## src/spi3m_pkg.sv

```systemverilog
// Shared types and constants of the three-wire nine-bit serial master.
`default_nettype none
package spi3m_pkg;

  localparam int CMD_W      = 2;
  localparam int BYTE_W     = 8;
  localparam int COUNT_W    = 3;
  localparam int LINE_W     = 32;
  localparam int IDX_W      = 6;
  localparam int WORD_W     = BYTE_W + 1;

  localparam logic [CMD_W-1:0] CMD_WRITE_CMD   = 2'd0;
  localparam logic [CMD_W-1:0] CMD_WRITE_PARAM = 2'd1;
  localparam logic [CMD_W-1:0] CMD_READ        = 2'd2;

  localparam int DEFAULT_MAX_READ_BYTES = 4;

  localparam int Q_DEPTH = 2;
  localparam int Q_PTR_W = (Q_DEPTH > 1) ? $clog2(Q_DEPTH) : 1;
  localparam int Q_CNT_W = $clog2(Q_DEPTH + 1);

  // One frame as the back end needs it.
  typedef struct packed {
    logic [WORD_W-1:0] tx;          // flag bit followed by the byte, msb first
    logic              dummy;       // one released period before sampling
    logic [IDX_W-1:0]  last_index;  // index of the final period
    logic [LINE_W-1:0] line_bits;
  } desc_t;

endpackage
`default_nettype wire

```

## src/spi3m_if.sv

```systemverilog
// Valid/ready channel interfaces for frame requests and serial periods.
`default_nettype none
interface spi3m_req_if;
  import spi3m_pkg::*;
  logic               valid;
  logic               ready;
  logic [CMD_W-1:0]   command;
  logic [BYTE_W-1:0]  data_byte;
  logic [COUNT_W-1:0] read_count;
  logic [LINE_W-1:0]  line_bits;

  modport source (output valid, command, data_byte, read_count, line_bits, input ready);
  modport sink   (input valid, command, data_byte, read_count, line_bits, output ready);
endinterface

interface spi3m_rsp_if;
  import spi3m_pkg::*;
  logic              valid;
  logic              ready;
  logic              sdi_level;
  logic              sdi_driven;
  logic [IDX_W-1:0]  period_index;
  logic [LINE_W-1:0] read_data;
  logic              last;

  modport source (output valid, sdi_level, sdi_driven, period_index, read_data, last,
                  input ready);
  modport sink   (input valid, sdi_level, sdi_driven, period_index, read_data, last,
                  output ready);
endinterface
`default_nettype wire

```

## src/spi3m_front.sv

```systemverilog
// Front end: accepts frame requests, drops unused codes, builds frame descriptors.
`default_nettype none
module spi3m_front
  import spi3m_pkg::*;
#(
  parameter int MAX_READ_BYTES = DEFAULT_MAX_READ_BYTES
) (
  spi3m_req_if.sink req,
  input  wire logic  q_full,
  output logic       push,
  output desc_t      desc
);

  localparam logic [COUNT_W-1:0] MaxCount = COUNT_W'(MAX_READ_BYTES);

  logic               is_read;
  logic [COUNT_W-1:0] count;

  assign req.ready = !q_full;

  always_comb begin
    is_read = (req.command == CMD_READ);
    count   = '0;
    if (is_read) begin
      count = (req.read_count > MaxCount) ? MaxCount : req.read_count;
    end
    desc.tx         = {(req.command == CMD_WRITE_PARAM), req.data_byte};
    desc.dummy      = is_read && (count > COUNT_W'(1));
    desc.last_index = IDX_W'(BYTE_W) + IDX_W'(desc.dummy) + IDX_W'({count, 3'b000});
    desc.line_bits  = req.line_bits;
  end

  // Drop the unused command code: it makes no frame.
  assign push = req.valid && req.ready
                && (req.command == CMD_WRITE_CMD || req.command == CMD_WRITE_PARAM
                    || req.command == CMD_READ);

endmodule
`default_nettype wire

```

## src/spi3m_queue.sv

```systemverilog
// Short descriptor queue between front and back end.
`default_nettype none
module spi3m_queue
  import spi3m_pkg::*;
(
  input  wire logic  clk,
  input  wire logic  rst,
  input  wire logic  push,
  input  desc_t      din,
  output logic       full,
  output logic       valid,
  output desc_t      dout,
  input  wire logic  pop
);

  desc_t              entries [Q_DEPTH];
  logic [Q_PTR_W-1:0] wr_ptr;
  logic [Q_PTR_W-1:0] rd_ptr;
  logic [Q_CNT_W-1:0] count;

  assign full  = (count == Q_CNT_W'(Q_DEPTH));
  assign valid = (count != '0);
  assign dout  = entries[rd_ptr];

  always_ff @(posedge clk) begin
    if (rst) begin
      wr_ptr <= '0;
      rd_ptr <= '0;
      count  <= '0;
    end else begin
      if (push) begin
        wr_ptr <= (wr_ptr == Q_PTR_W'(Q_DEPTH - 1)) ? '0 : wr_ptr + 1'b1;
      end
      if (pop) begin
        rd_ptr <= (rd_ptr == Q_PTR_W'(Q_DEPTH - 1)) ? '0 : rd_ptr + 1'b1;
      end
      if (push && !pop) begin
        count <= count + 1'b1;
      end else if (pop && !push) begin
        count <= count - 1'b1;
      end
    end
  end

  always_ff @(posedge clk) begin
    if (push) begin
      entries[wr_ptr] <= din;
    end
  end

endmodule
`default_nettype wire

```

## src/spi3m_back.sv

```systemverilog
// Back end: plays a frame as serial periods into an output register, one per cycle unless stalled.
`default_nettype none
module spi3m_back
  import spi3m_pkg::*;
(
  input  wire logic  clk,
  input  wire logic  rst,
  input  wire logic  q_valid,
  input  desc_t      q_head,
  output logic       pop,
  spi3m_rsp_if.source rsp
);

  logic              busy;
  logic              busy_next;
  logic [WORD_W-1:0] tx;
  logic              dummy;
  logic [IDX_W-1:0]  last_index;
  logic [LINE_W-1:0] line;
  logic [LINE_W-1:0] rd;
  logic [LINE_W-1:0] rd_next;
  logic [IDX_W-1:0]  idx;

  logic              out_valid;
  logic              advance;
  logic              fin;
  logic              driving;
  logic              sampling;

  always_comb begin
    advance  = busy && (!out_valid || rsp.ready);
    fin      = (idx == last_index);
    driving  = (idx <= IDX_W'(BYTE_W));
    sampling = !driving && !(dummy && idx == IDX_W'(BYTE_W + 1));
    rd_next  = {rd[LINE_W-2:0], line[LINE_W-1]};
    // Load the next frame as soon as the current one emits its final period.
    pop       = q_valid && (!busy || (advance && fin));
    busy_next = pop ? 1'b1 : ((advance && fin) ? 1'b0 : busy);
  end

  always_ff @(posedge clk) begin
    if (rst) begin
      busy      <= 1'b0;
      out_valid <= 1'b0;
    end else begin
      busy <= busy_next;
      if (advance) begin
        out_valid <= 1'b1;
      end else if (rsp.ready) begin
        out_valid <= 1'b0;
      end
    end
  end

  always_ff @(posedge clk) begin
    if (pop) begin
      tx         <= q_head.tx;
      dummy      <= q_head.dummy;
      last_index <= q_head.last_index;
      line       <= q_head.line_bits;
      rd         <= '0;
      idx        <= '0;
    end else if (advance) begin
      tx  <= {tx[WORD_W-2:0], 1'b0};
      idx <= idx + 1'b1;
      if (sampling) begin
        line <= {line[LINE_W-2:0], 1'b0};
        rd   <= rd_next;
      end
    end
  end

  always_ff @(posedge clk) begin
    if (advance) begin
      rsp.sdi_level    <= driving ? tx[WORD_W-1] : 1'b0;
      rsp.sdi_driven   <= driving;
      rsp.period_index <= idx;
      rsp.read_data    <= (fin && sampling) ? rd_next : '0;
      rsp.last         <= fin;
    end
  end

  assign rsp.valid = out_valid;

endmodule
`default_nettype wire

```

## src/three_wire_nine_bit_spi_master.sv

```systemverilog
// A taken request's frame passes the queue, the back end registers and the output register.
// Throughput: one serial period per cycle unless rsp.ready holds the output; a write frame
// has 9 periods, a read 9 + dummy + 8 per byte (up to 42), set by the back end's single period counter.
// Frames follow each other with no gap while the descriptor queue holds the next one.
// Synchronous reset empties the queue, stops the back end and drops the output beat.
`default_nettype none
module three_wire_nine_bit_spi_master
  import spi3m_pkg::*;
#(
  parameter int MAX_READ_BYTES = DEFAULT_MAX_READ_BYTES
) (
  input wire logic     clk,
  input wire logic     rst,
  spi3m_req_if.sink    req,
  spi3m_rsp_if.source  rsp
);

  logic  push;
  logic  q_full;
  logic  q_valid;
  logic  pop;
  desc_t desc;
  desc_t q_head;

  spi3m_front #(
    .MAX_READ_BYTES(MAX_READ_BYTES)
  ) u_front (
    .req    (req),
    .q_full (q_full),
    .push   (push),
    .desc   (desc)
  );

  spi3m_queue u_queue (
    .clk   (clk),
    .rst   (rst),
    .push  (push),
    .din   (desc),
    .full  (q_full),
    .valid (q_valid),
    .dout  (q_head),
    .pop   (pop)
  );

  spi3m_back u_back (
    .clk     (clk),
    .rst     (rst),
    .q_valid (q_valid),
    .q_head  (q_head),
    .pop     (pop),
    .rsp     (rsp)
  );

  a_read_data_only_on_last: assert property (@(posedge clk) disable iff (rst)
    rsp.valid && !rsp.last |-> rsp.read_data == '0)
    else $error("read data shown before the final period");

  a_driven_only_in_word: assert property (@(posedge clk) disable iff (rst)
    rsp.valid && rsp.sdi_driven |-> rsp.period_index <= IDX_W'(BYTE_W))
    else $error("data line driven after the nine-bit word");

  a_flag_period_driven: assert property (@(posedge clk) disable iff (rst)
    rsp.valid && rsp.period_index == '0 |-> rsp.sdi_driven && !rsp.last)
    else $error("flag period released or marked final");

  a_no_pop_when_empty: assert property (@(posedge clk) disable iff (rst)
    pop |-> q_valid)
    else $error("descriptor taken from an empty queue");

endmodule
`default_nettype wire
```

## src/flat_wrapper.sv

```systemverilog
// flat-port wrapper written by rule: the top's interface ports become plain ports
module three_wire_nine_bit_spi_master_flat import spi3m_pkg::*;
#(
  parameter int MAX_READ_BYTES = DEFAULT_MAX_READ_BYTES
)
  (clk, rst, req_valid, req_command, req_data_byte, req_read_count, req_line_bits, req_ready, rsp_valid, rsp_sdi_level, rsp_sdi_driven, rsp_period_index, rsp_read_data, rsp_last, rsp_ready);
  spi3m_req_if req_i ();
  spi3m_rsp_if rsp_i ();
  input wire logic clk;
  input wire logic rst;
  input wire logic [$bits(req_i.valid)-1:0] req_valid;
  input wire logic [$bits(req_i.command)-1:0] req_command;
  input wire logic [$bits(req_i.data_byte)-1:0] req_data_byte;
  input wire logic [$bits(req_i.read_count)-1:0] req_read_count;
  input wire logic [$bits(req_i.line_bits)-1:0] req_line_bits;
  output wire logic [$bits(req_i.ready)-1:0] req_ready;
  output wire logic [$bits(rsp_i.valid)-1:0] rsp_valid;
  output wire logic [$bits(rsp_i.sdi_level)-1:0] rsp_sdi_level;
  output wire logic [$bits(rsp_i.sdi_driven)-1:0] rsp_sdi_driven;
  output wire logic [$bits(rsp_i.period_index)-1:0] rsp_period_index;
  output wire logic [$bits(rsp_i.read_data)-1:0] rsp_read_data;
  output wire logic [$bits(rsp_i.last)-1:0] rsp_last;
  input wire logic [$bits(rsp_i.ready)-1:0] rsp_ready;
  assign req_i.valid = req_valid;
  assign req_i.command = req_command;
  assign req_i.data_byte = req_data_byte;
  assign req_i.read_count = req_read_count;
  assign req_i.line_bits = req_line_bits;
  assign req_ready = req_i.ready;
  assign rsp_valid = rsp_i.valid;
  assign rsp_sdi_level = rsp_i.sdi_level;
  assign rsp_sdi_driven = rsp_i.sdi_driven;
  assign rsp_period_index = rsp_i.period_index;
  assign rsp_read_data = rsp_i.read_data;
  assign rsp_last = rsp_i.last;
  assign rsp_i.ready = rsp_ready;
  three_wire_nine_bit_spi_master #(.MAX_READ_BYTES(MAX_READ_BYTES)) u_core (.clk(clk), .rst(rst), .req(req_i), .rsp(rsp_i));
endmodule
```

## config.mk

```make
export PLATFORM = sky130hd
export DESIGN_NAME = three_wire_nine_bit_spi_master_flat
export DESIGN_NICKNAME = d
export VERILOG_FILES = /design/src/spi3m_pkg.sv /design/src/spi3m_if.sv /design/src/spi3m_front.sv /design/src/spi3m_queue.sv /design/src/spi3m_back.sv /design/src/three_wire_nine_bit_spi_master.sv /design/src/flat_wrapper.sv
export SDC_FILE = /design/constraint.sdc
export NUM_CORES = 1
export LEC_CHECK = 0
export ABC_CLOCK_PERIOD_IN_PS = 4200
export BUFFER_PORTS_ARGS = -buffer_cell sky130_fd_sc_hd__buf_2
export CAP_MARGIN = 20
export CORE_UTILIZATION = 37
export CTS_CLUSTER_SIZE = 30
export DETAILED_ROUTE_END_ITERATION = 16
export PLACE_DENSITY_LB_ADDON = 0.15
export SLEW_MARGIN = 15
export SYNTH_ARGS = -nofsm -noshare
export SYNTH_HDL_FRONTEND = slang
export SYNTH_SLANG_ARGS = --single-unit
```

## constraint.sdc

```tcl
create_clock -name clk -period 4.2 [get_ports clk]
set_input_delay 0.42 -clock clk [delete_from_list [all_inputs] [get_ports clk]]
set_output_delay 0.42 -clock clk [all_outputs]
set_load 0.01 [all_outputs]
```

==> results.yml <==
critical_path:
  crit_path_max_incr_delay_ns: 0.47
  worst_path_dominant_cell_family: "compound AO/OA/AOI/OAI gates"
  worst_r2r_endpoint: "u_core.u_queue.count[1]"
  rrSetupSlack_ns: 1.50
  worstPathCellList: "xnor2_1 -> o221ai_2 -> o41ai_4 -> buf_4 -> inv_2 -> ha_1 -> or3_1 -> a21oi_1"
  worst-endpoint-required_ns: 4.64
  worst_ep_arrival_time_ns: 3.15
  cp.buffers_inverters: 2
  cp-end-kind: "register"
  setup.worst_path.start_class: "register"
  ff2ff_path_depth: 8
  reg2reg_from: "u_core.u_back.idx[0]"
  timing_worst_setup_path_type: "register to register"
  critPathSlowestCell: "sky130_fd_sc_hd__dfxtp_1"
  cp_max_fo: 27
placement:
  port_buffers: 91
  gpl.final_weighted_congestion: 0.724
  placed_cells: 917
  dp.final_hpwl_mm: 9.55
min_path:
  worstHoldPathType: "primary input to register"
  min_from: "req_line_bits[7]"
  hold_path_depth: 1
  worst_case_hold_path_end_point: "u_core.u_queue.entries[1][7]"
final_layout:
  finalNonFillerCells: 960
  num_antenna_cells: 0
  layout.cells.most_common: "sky130_fd_sc_hd__edfxtp_1"
  finalNetCount: 714
  fin_util: 0.447
  most_frequent_cells_in_the_layout: "sky130_fd_sc_hd__edfxtp_1 (176), sky130_fd_sc_hd__buf_2 (91), sky130_fd_sc_hd__mux2_2 (43), sky130_fd_sc_hd__dfxtp_1 (43), sky130_fd_sc_hd__mux2_1 (39)"
  flow.area_growth_from_synthesis_pct: 18.1
  post_route_cells_drive_above_1_share: 0.279
global_routing:
  grt_use_total: 0.127
  grt.overflow.total: 0
  grt_pass1_wl_mm: 24.4
  grt_pass1_vias: 4903
  number_of_antenna_violations_at_the_first_check_in_global_routing: 0
  largest_net_degree_at_the_start_of_global_routing: 55
timing:
  maxClockFrequency_mhz: 370
  final.setup.tns_ns: 0
  fin_crit_sh: 0.644
  timing.final.hold_violations: 0
  layout_min_cycle_time_ns: 2.70
  clock-skew-final_ns: 0.0148
  timing.hold.ws_ns: 0.0939
  worst_pin_slew_ns: 1.02
  setup_failing_eps_final: 0
  report.final.slew_viol_count: 0
  relSlewSlack: 0.318
  rsz_0062_raised_after_global_routing: "false"
power:
  power.net_switching_mw: 1.77
  total_leakage_power_nw: 3.60
  power.clock.fraction: 0.306
  vdd_drop_max_uv: 477
  power_frac_seq: 0.487
  power_switching_share: 0.272
  power_per_cell_area_nw_per_um2: 643
  intPower_mw: 4.75
  combinational_share_of_power: 0.207
synthesis:
  synth.top_cell.area_share: 0.615
  post_synth.cell_area_avg_sq_um: 15.2
  postSynthCellCount: 564
  synth_top_area_cell: "sky130_fd_sc_hd__edfxtp_1"
  synth-edff-count: 176
  yosys.cell_types.count: 42
  register_bit_count_reported_by_yosys: 220
  yosys-top-cells-area: "sky130_fd_sc_hd__edfxtp_1 (61%), sky130_fd_sc_hd__dfxtp_1 (10%), sky130_fd_sc_hd__mux2_2 (5.6%)"
  asyncSetResetFlopFracSynth: 0
  yosysWarningCount: 0
  synth_top_flop_cell: "sky130_fd_sc_hd__edfxtp_1"
  yosysSeqAreaShare: 0.717
  synth_area_sq_um: 8590
  syn-num-nets: 619
clock_network:
  clock_sinks: 220
  htreeDepth: 1
  insertion_delay_ns: 0.52
  ctsLongestPathBuffers: 3
  ctsHoldBuffers: 0
  tritoncts: "built"
  post-cts-setup-buffer-count: 0
  cts.repair.resized: 0
  cts_inserted_buffers: 24
  root_buffer: "sky130_fd_sc_hd__clkbuf_16"
  path_clk_slew_ns: 0.06
routing:
  via_per_inst: 4.90
  wire_per_inst_microns: 15.6
  routed_wl_mm: 14.9
  route.antenna.remaining_nets: 0
  drt_pass1_iterations: 4
  number_of_remaining_drc_errors: 0
  drt-initial-drc-count: 196
  via_count: 4703
status:
  run_status: "completed"
die:
  die_w_microns: 154
  core_area_sq_um: 22700
  io_pins: 92
  core.rowCount: 55
  chipHeight_microns: 154
  die_area_sq_um: 23800
  initial_core_util: 0.378
run:
  maxCapViolCount: 0
sequential cells by signal (all words and copies together), names as in the netlist, named ones only:
register	flops
u_core.u_back.rd	31
u_core.u_back.rsp.last	1
u_core.u_back.busy	1
u_core.u_back.idx	6
u_core.u_back.rsp.valid	1
u_core.u_back.tx	9
u_core.u_back.rsp.read_data	32
u_core.u_back.last_index	4
u_core.u_queue.entries	90
u_core.u_queue.wr_ptr	1
u_core.u_back.rsp.period_index	6
u_core.u_back.rsp.sdi_driven	1
u_core.u_queue.count	2
u_core.u_queue.rd_ptr	1
u_core.u_back.rsp.sdi_level	1
u_core.u_back.line	32
cells in the mapped netlist, drive strengths merged, types with 5 or more instances:
master and number:
xor2 5, edfxtp 176, mux2 82, clkbuf 22
o21ai 37, inv 9, nor2 19, buf 10
xnor2 5, nor2b 6, ha 6, nand3 33
nand2 9, nand2b 5, and2 36, dfxtp 44
a21oi 35
layer usage:
layer	routed length, microns	vias to the layer above	global-route usage
li1	-	2286	-
met1	6510	2253	0.157
met2	7190	129	0.221
met3	810	35	0.0269
met4	425	0	0.0453
met5	0	-	0
how the worst max path moves through the flow:
stage	to	depth (start not counted)	start
after detailed placement	u_core.u_back.line[19]	5	u_core.u_back.idx[0]
after floorplan	u_core.u_back.line[0]	6	u_core.u_back.idx[0]
after CTS	u_core.u_back.line[28]	5	u_core.u_back.idx[0]
after global placement	u_core.u_back.line[4]	5	u_core.u_back.idx[0]
final	u_core.u_queue.count[1]	8	u_core.u_back.idx[0]
after global routing	u_core.u_queue.count[1]	8	u_core.u_back.idx[0]
per-stage QoR:
step	worst slack, ns	total power [mW]	cell area [sq um]
finish	1.50	6.52	10100
global route	1.28	6.87	10100
CTS	1.24	6.64	10100
detailed placement	1.24	4.61	9370
global placement	1.39	4.55	9310
floorplan	0.225	4.22	8590
worst reg2reg max path: cells and delay by family, from the launching register on:
kind,cells,cell delay [ns]
XOR/XNOR,1,0.18
buffers and inverters,2,0.51
AO/OA/AOI/OAI,3,0.77
AND/OR/NAND/NOR,1,0.36
adder cells (fa/ha/maj),1,0.36
flip-flops,1,0.47
power by group through the flow:
stage	Combinational, mW	Clock, mW	Sequential (mW)
5_1_grt	1.50	2.15	3.23
2_1_floorplan	1.01	0	3.22
3_5_place_dp	1.38	0	3.23
4_1_cts	1.40	2.06	3.19
3_3_place_gp	1.29	0	3.26
6_report	1.35	2.00	3.17
logic make-up (layout without fill, tap and decap cells):
| family | Yosys count | after routing | share of synthesized area |
|---|---|---|---|
| flops | 220 | 220 | 0.717 |
| buf+inv | 42 | 153 | 0.0239 |
| mux | 84 | 84 | 0.110 |
| simple gates | 120 | 120 | 0.0756 |
| fa+ha+maj | 6 | 6 | 0.00873 |
| compound gates | 82 | 82 | 0.0544 |
| xor+xnor | 10 | 10 | 0.0102 |
layout make-up:
type / instances / area, sq um
multi-input cells: 302 / 2250
clock inverters: 9 / 104
repair buffers: 101 / 591
inverters: 10 / 37.5
fillers: 2043 / 12600
clock buffers: 33 / 644
well taps: 285 / 357
flip-flops and latches: 220 / 6170
No activity file was read; power rests on OpenSTA's default activity.
